===== config.mk =====
export PLATFORM = sky130hd
export DESIGN_NAME = bpc_pair_rule
export DESIGN_NICKNAME = d
export VERILOG_FILES = /design/src/rtl/bpc_pkg.sv /design/src/rtl/bpc_pair_rule.sv
export SDC_FILE = /design/constraint.sdc
export NUM_CORES = 1
export LEC_CHECK = 0
export BUFFER_PORTS_ARGS = -buffer_cell sky130_fd_sc_hd__buf_2
export CAP_MARGIN = 20
export CORE_MARGIN = 1
export CORE_UTILIZATION = 48
export DETAILED_ROUTE_END_ITERATION = 8
export PLACE_DENSITY = 0.86
export REMOVE_ABC_BUFFERS = 1
export SKIP_LAST_GASP = 1
export SYNTH_ARGS = -nofsm -noshare
export SYNTH_HDL_FRONTEND = slang
export SYNTH_SLANG_ARGS = --single-unit

===== constraint.sdc =====
create_clock -name vclk -period 1.45
set_input_delay 0.2175 -clock vclk [all_inputs]
set_output_delay 0.2175 -clock vclk [all_outputs]
set_load 0.05 [all_outputs]

===== src/rtl/bpc_pkg.sv =====
package bpc_pkg;

    // byte width of every symbol, and the size of the full symbol alphabet
    localparam int SYM_W    = 8;
    localparam int SYM_NUM  = 256;

    // pad and substitution bytes
    localparam logic [SYM_W-1:0] PAD_DOUBLE = 8'h00;
    localparam logic [SYM_W-1:0] PAD_ODD    = 8'h03;
    localparam logic [SYM_W-1:0] SPACE_BYTE = 8'h20;

    typedef enum logic [1:0] {
        ACT_KEY     = 2'd0,
        ACT_FINISH  = 2'd1,
        ACT_ENCRYPT = 2'd2,
        ACT_DECRYPT = 2'd3
    } bpc_action_t;

    typedef enum logic [2:0] {
        S_IDLE,
        S_POS,
        S_SQR,
        S_FILL,
        S_HOLD
    } bpc_state_t;

    typedef struct packed {
        bpc_action_t      action;
        logic [SYM_W-1:0] sym_a;
        logic [SYM_W-1:0] sym_b;
        logic             b_missing;
    } bpc_in_t;

    typedef struct packed {
        logic [SYM_W-1:0] out_a;
        logic [SYM_W-1:0] out_b;
        logic             status;
    } bpc_out_t;

endpackage


===== src/rtl/bpc_pair_rule.sv =====
module bpc_pair_rule
    import bpc_pkg::*;
#(
    parameter int GRID_SIDE = 16
)
(
    input  logic [$clog2(GRID_SIDE)-1:0]             row_a,
    input  logic [$clog2(GRID_SIDE)-1:0]             col_a,
    input  logic [$clog2(GRID_SIDE)-1:0]             row_b,
    input  logic [$clog2(GRID_SIDE)-1:0]             col_b,
    input  logic                                     decrypt,
    output logic [$clog2(GRID_SIDE*GRID_SIDE)-1:0]   cell_a,
    output logic [$clog2(GRID_SIDE*GRID_SIDE)-1:0]   cell_b
);

    localparam int ROW_W = $clog2(GRID_SIDE);
    localparam int CELL_W = $clog2(GRID_SIDE*GRID_SIDE);
    localparam logic [ROW_W-1:0] LAST = ROW_W'(GRID_SIDE - 1);

    // one step along a row or column, wrapping at the grid edge
    function automatic logic [ROW_W-1:0] shift_one(input logic [ROW_W-1:0] v,
                                                   input logic dec);
        logic [ROW_W-1:0] r;
        if (dec)
        begin
            r = (v == '0) ? LAST : v - ROW_W'(1);
        end
        else
        begin
            r = (v == LAST) ? '0 : v + ROW_W'(1);
        end
        return r;
    endfunction

    function automatic logic [CELL_W-1:0] cell_of(input logic [ROW_W-1:0] r,
                                                  input logic [ROW_W-1:0] c);
        return CELL_W'(r) * CELL_W'(GRID_SIDE) + CELL_W'(c);
    endfunction

    logic same_row;
    logic same_col;

    assign same_row = (row_a == row_b);
    assign same_col = (col_a == col_b);

    // rectangle, row shift (also for the same cell) or column shift
    always_comb
    begin
        if (!same_row && !same_col)
        begin
            cell_a = cell_of(row_a, col_b);
            cell_b = cell_of(row_b, col_a);
        end
        else if (same_row)
        begin
            cell_a = cell_of(row_a, shift_one(col_a, decrypt));
            cell_b = cell_of(row_b, shift_one(col_b, decrypt));
        end
        else
        begin
            cell_a = cell_of(shift_one(row_a, decrypt), col_a);
            cell_b = cell_of(shift_one(row_b, decrypt), col_b);
        end
    end

endmodule


; ---- Word-level counts from Yosys, hierarchy flattened
; Cells that the tools add are included.
[word_totals]
reg_bits = 0
out_inout_bits = 16
word_cells = 51
[classes]
n_addsub = 14
n_eq_ne = 6
n_mux = 24
n_reduce_logical = 7
[op_table]
columns = operator, count
row1 = 2-to-1 mux 4 bit, 20
row2 = adder 8 x 4 -> 8 bit, 6
row3 = 2-to-1 mux 8 bit, 4
row4 = adder 4 x 1 -> 4 bit (second input constant), 4
row5 = == test 4 bit (second input constant), 4
row6 = logical NOT 4 bit, 4
row7 = subtractor 4 x 1 -> 4 bit (second input constant), 4
row8 = == test 4 bit, 2
row9 = logical NOT 1 bit, 2
row10 = logical AND 1 bit, 1

; ---- Longest topological paths before layout
; Gate-level depths: netlist (run 1).
[depth]
ltp_word = 8
ltp_mapped = 7
depth_no_buf = 6

; ---- Worst setup path after synthesis (run 1)
; Ideal clock, no wire load.
[synth_path]
kind = input-to-output
start = in row_b[0]
end = out cell_a[7]
t_arrival_ps = 2176
setup_slack_ps = -944
stages = 6
path_cell_list = buf_2 -> xor2_1 -> nor4_4 -> or2_0 -> buf_2 -> o21ai_0
[synth_between]
elab_chain_len = 4
[synth_rtl]
columns = element, line
row1 = start: declaration, bpc_pair_rule.sv:9  ; input logic [$clog2(GRID_SIDE)-1:0] row_b,
row2 = == test 4 bit *, bpc_pair_rule.sv:43  ; assign same_row = (row_a == row_b);
row3 = logical NOT 1 bit, bpc_pair_rule.sv:49  ; if (!same_row && !same_col)
row4 = logical AND 1 bit, bpc_pair_rule.sv:49
row5 = 2-to-1 mux 8 bit *, bpc_pair_rule.sv:49
row6 = end: declaration, bpc_pair_rule.sv:12  ; output logic [$clog2(GRID_SIDE*GRID_SIDE)-1:0] cell_a,
; Every way passes the cells marked *; elsewhere a longest branch is shown, timed or not.

; ---- Final worst setup path (run 1)
[layout_path]
start = in row_b[2]
end = out cell_a[5]
; Same word-level chain as after synthesis.

==> results.md, run 1 <==
- Status: finished, violations left
- Failing checks: negative setup slack
- Fill cell count: 53
- Max Transition Viols Final: 0
- Final std cells w/o fill: between 200 and 250
- Main area contributors after synthesis: ha_1 (11%), xnor2_1 (7.8%), xor2_1 (7.8%)
- Fraction of layout cells with a size suffix above 1: around 53%
- Die area: a little over 0.002 mm2
- DRT iter0 DRCs: between 150 and 200
- Post-Syn Area: around 900 um2
- Worst Setup End Kind: output port
- Largest net degree at the start of global routing: 12
- WHS Endpoint: cell_b[2]
- Syn Inst Count: about 130
- Most frequent cell after synthesis: inv_1
- RSZ-0062 raised after global routing: true
- Number of diodes: 0
- Routed len/inst: 23.78 um
- Power Dens Cells: 445.2 mW/mm2
- Seq/Total Area, Yosys: 0%
- DP Area: between 0.001 and 0.0015 mm2
- Fmax: around 0.5 GHz
- Period utilization: 141.0%
- Total number of yosys warnings: 0
- Min cycle time layout: approximately 2.0 ns
- Seq_cells: 0
- Max Fanout on Critical Path: 7
- GR Util All Layers: between 40% and 50%
- Grt ovf: 0
- Slew @ Worst Pin: ~0.41 ns
- Synth unique cells: 36
- Vias per cell: ~7
- Die Height: 45.32 um
- Leak Pwr: between 0.8 and 0.9 nW
- Fraction of the mapped netlist area in adder cells: between 10% and 20%
- IO Count: 33
- Post-synthesis xor/xnor area fraction: 15.56%
- Vias after detailed routing: approximately 1600
- Row Count: 15
- Port bufs: 33
- Synth area leader: ha_1
- Final Instance Area: roughly 0.0016 mm2
- Data required time at the worst endpoint: 1.23 ns
- Post-DP HPWL: ~2200 um
- Setup Viol. Count Final: 16
- Main combinational cell family by area after synthesis: compound AO/OA/AOI/OAI gates
- Residual DRC: 0
- Chip width: around 45 um
- First drt pass iteration count: 5
- WP data arrival: between 1.5 and 2 ns
- WL final: 5399 um
- Vias in the first global route: 1379
- Synth top cells by count: inv_1 (14), a21oi_1 (13), o21ai_0 (11)
- Share of the synthesized area in the top cell type: between 10% and 20%
- First-pass GRT wire length: 6417 um
- Worst Hold Launch: col_a[2]
- Max Cap Violations: 0
- Hold path cells: 5
- Final Hold Fails: 0
- Setup CP Type: in -> out
- Avg Inst Size Synth: about 6.7 um2
- Worst slew margin: 72.40%
- CTS Hold Bufs: 0
- Worst setup margin: -0.5948 ns
- Hold Crit Class: in -> out
- Starting Density: between 50% and 60%
- Initial antenna violation count: 0
- Post-route ant nets: 0
- Crit start category: primary input
- Gpl congestion: slightly below 0.9
- Mux contribution to synthesized area: ~4.4%
- Total Power: ~0.00073 W
- Placed insts: between 200 and 250
- Final #Nets: 229
- # clk buffers: 0
- Synth-to-Final Area Change: 82.50%
- Worst vdd ir: ~0.41 mV
- Seq. cell area: 0 um2
- Core area: roughly 0.0017 mm2
- Simple-gate portion of the synthesized area: between 10% and 20%
- Synth Area in Compound Gates: about a third
area by class of cell:
cell class | instances | area (um2) | area share [%]
inverters | 14 | 52.55 | 3.196
multi-input cells | 105 | 874.6 | 53.20
well taps | 25 | 31.28 | 1.903
repair buffers | 83 | 685.7 | 41.70
where the power goes:
part | internal [W] | total (W) | switching, W
Combinational | 0.000296 | 0.000732 | 0.000436
Clock | 0 | 0 | 0
Sequential | 0 | 0 | 0
Total | 0.000296 | 0.000732 | 0.000436
what timing repair did:
item                                    4_1_cts  5_1_grt
resized for setup                            55       22
endpoints found under the setup margin       16       16
cloned                                        1        0
endpoints found under the hold margin         0        0
buffers inserted                             10        3
pin swaps                                     6        5
through the flow:
stage	hold slack (ns)	util (%)	setup slack, ns	TNS, ns
finish	1.004	94.19	-0.5948	-6.633
global placement	1.021	74.70	-0.3558	-4.253
detailed placement	1.031	74.70	-0.3981	-4.892
floorplan	0.7126	-	-0.9738	-12.23
CTS	0.9759	89.10	-0.3468	-4.443
global route	0.9797	94.19	-0.6125	-7.377
layout by cell type (no fill, tap or decap), types with 3 or more instances in the layout:
cell,synthesis,final
a211o_1,4,4
a21o_1,4,4
a21oi_1,13,11
and3_1,3,3
buf_2,4,13
buf_4,2,48
buf_6,1,20
ha_1,8,4
ha_2,0,4
inv_1,14,13
mux2i_1,4,4
nand4_1,4,4
nor2_1,5,4
o21ai_0,11,5
o21ai_1,1,3
o21ai_2,0,4
xnor2_1,8,6
xor2_1,8,6
worst max path at each step:
stage / depth (start not counted) / to / start / slack [ns]
2_1_floorplan: 4 / cell_a[6] / row_a[1] / -0.97
3_5_place_dp: 7 / cell_b[4] / row_a[1] / -0.40
3_3_place_gp: 7 / cell_b[4] / row_a[1] / -0.36
6_report: 8 / cell_a[5] / row_b[2] / -0.59
4_1_cts: 7 / cell_a[4] / row_b[2] / -0.35
5_1_grt: 8 / cell_b[3] / col_b[1] / -0.61
metal layers:
layer	share of wire (%)	vias to the layer above	global-route usage [%]
met4	8.9	0	19.39
met5	0	-	0
met3	15	72	6.400
met1	32	689	52.28
li1	-	621	-
met2	44	205	73.62
cells by family after synthesis:
group / Yosys count
compound gates: 48
xor+xnor: 16
fa+ha+maj: 8
buf+inv: 29
mux: 4
simple gates: 29
critical path: stages:
cell,delay [ns]
buf_6,0.10
xor2_2,0.18
nor4_4,0.41
buf_4,0.24
buf_4,0.13
nor3_2,0.04
a21oi_1,0.25
buf_4,0.26
Note: power is estimated with default switching activity, not from simulation.
==> run 2, diff against run 1 <==
BUFFER_PORTS_ARGS = default   (was -buffer_cell sky130_fd_sc_hd__buf_2)
CORE_UTILIZATION = 51   (was 48)
DONT_BUFFER_PORTS = 1   (was default)
PLACE_DENSITY = 0.74   (was 0.86)
==> run 2 against run 1 <==
Compared with the run above: the flow finishes with violations (design-rule violations, negative setup slack); die area is 5.6% lower; first-iteration DRC count is 94% lower; largest cell class unchanged; flip-flop and latch count stayed put; critical endpoint is now cell_a[4].
==> results.md, run 2 (synthesis gave the netlist of run 1 again) <==
- Data required time at the worst endpoint: around 1.2 ns
- Worst Setup End Kind: output port
- Seq_cells: 0
- Period utilization: 116.6%
- WL final: approximately 2400 um
- Worst Hold Launch: row_a[3]
- Crit start category: primary input
- Max Transition Viols Final: 0
- First-pass GRT wire length: 4153 um
- CTS Hold Bufs: 0
- RSZ-0062 raised after global routing: true
- Worst setup margin: -0.2411 ns
- Gpl congestion: ~0.82
- Met3 Use GR: 3.265%
- Busiest grt layer: met2
- WP data arrival: 1.47 ns
- Critical path, cell by cell: xor2_2 > nor4_4 > buf_4 > nor4_1 > a211o_1 > buf_12
- Post-DP HPWL: ~1700 um
- IO Count: 33
- Setup Viol. Count Final: 16
- Power Dens Cells: a little over 400 mW/mm2
- Worst slew margin: about three quarters
- Most common cell after layout, fill and taps aside: buf_4
- GR Util All Layers: between 20% and 30%
- Vias in the first global route: approximately 1100
- Final Hold Fails: 0
- Synth-to-Final Area Change: 34.17%
- Fmax: 0.5913 GHz
- Fill cell count: 123
- Vias per cell: between 6 and 7
- Chip width: between 40 and 50 um
- Routed len/inst: between 10 and 15 um
- Row Count: 14
- First drt pass iteration count: 8
- Post-route ant nets: 0
- Residual DRC: 2
- Slew @ Worst Pin: 0.3478 ns
- Final #Nets: around 180
- # clk buffers: 0
- Vias after detailed routing: about 1000
- Setup CP Type: in -> out
- Slowest Stage Delay on Critical Path: around 0.34 ns
- Max Cap Violations: 0
- Starting Density: between 50% and 60%
- Min cycle time layout: about 1.7 ns
- Met1 usage: between 20% and 30%
- Hold path cells: 3
- Port bufs: 0
- Slowest-stage cell, CP: nor4_4
- Leak Pwr: 0.5611 nW
- Die Height: 44.03 um
- Fraction of layout cells with a size suffix above 1: roughly 23%
- DRT iter0 DRCs: 10
- WHS Endpoint: cell_a[7]
- Seq. cell area: 0 um2
- Total Power: 0.0004998 W
- Max Fanout on Critical Path: 10
- Met2 Use GR: 53.82%
- Worst vdd ir: 0.2299 mV
- Hold Crit Class: in -> out
- Largest net degree at the start of global routing: 26
- Number of diodes: 0
- Failing checks: design-rule violations, negative setup slack
- Pre-CTS setup slack: -0.2542 ns
- Min Hold Slack: between 0.7 and 0.8 ns
- Status: finished, violations left
- Core area: roughly 0.0016 mm2
- Grt ovf: 0
- Initial antenna violation count: 0
- Die area: ~0.0019 mm2
- Most frequent cells in the layout: buf_4 (17), inv_1 (14), a21oi_1 (13), xnor2_1 (8), ha_1 (8)
-- run 2: changes by cell type in the layout (fill, tap and decap cells not counted), moves of 4 or more --
cell	before	now
o21ai_1	3	7
buf_2	13	0
ha_2	4	0
buf_12	1	7
buf_4	48	17
buf_6	20	6
o21ai_2	4	0
ha_1	4	8
-- run 2: metal layers --
metal	wire length [um]	part of all wire (%)	vias up
li1	-	-	516
met4	59	2.4	0
met1	928	38	473
met3	140	5.8	9
met2	1298	53	42
met5	0	0	-
-- run 2: final cells by class --
type | instances | area, um2 | area share [%]
Inverter | 14 | 52.55 | 4.348
Multi-Input combinational cell | 105 | 800.8 | 66.25
Timing Repair Buffer | 30 | 335.3 | 27.74
Tap cell | 16 | 20.02 | 1.656
-- run 2: critical path, delay by kind of cell --
family	cells	cell delay, ns
AO/OA/AOI/OAI	1	0.31
XOR/XNOR	1	0.18
buffers and inverters	2	0.37
AND/OR/NAND/NOR	2	0.39
-- run 2: what timing repair did --
| item | 4_1_cts | 5_1_grt |
|---|---|---|
| setup buffers | 4 | 0 |
| gates resized for setup | 9 | 2 |
| endpoints found under the setup margin | 16 | 16 |
| gates cloned | 0 | 0 |
| pin swaps | 1 | 0 |
-- run 2: worst max path at each step --
stage                     cells past startpoint   endpoint     start  slack (ns)
after floorplan                               4  cell_a[6]  row_a[1]       -0.97
final                                         6  cell_a[4]  row_a[0]       -0.24
after global placement                        6  cell_b[4]  row_a[1]       -0.21
after global routing                          6  cell_b[4]  row_a[1]       -0.28
after detailed placement                      6  cell_b[4]  row_a[1]       -0.25
after CTS                                     6  cell_b[4]  row_a[1]       -0.20
-- run 2: metrics by stage --
| stage | setup TNS [ns] | cells | util [%] | instance area [um2] |
|---|---|---|---|---|
| final | -2.648 | 165 | 76.67 | 1209 |
| after global routing | -3.432 | 165 | 76.67 | 1209 |
| after CTS | -2.095 | 165 | 76.11 | 1200 |
| after detailed placement | -2.321 | 161 | 71.35 | 1125 |
| after global placement | -1.655 | 161 | 71.35 | 1125 |
| after floorplan | -12.23 | 119 | - | 822.0 |
-- run 2: power by group --
| part | switching [W] | internal (W) | leakage [nW] |
|---|---|---|---|
| Clock | 0 | 0 | 0 |
| Combinational | 0.000275 | 0.000224 | 0.561 |
| Sequential | 0 | 0 | 0 |
| Total | 0.000275 | 0.000224 | 0.561 |
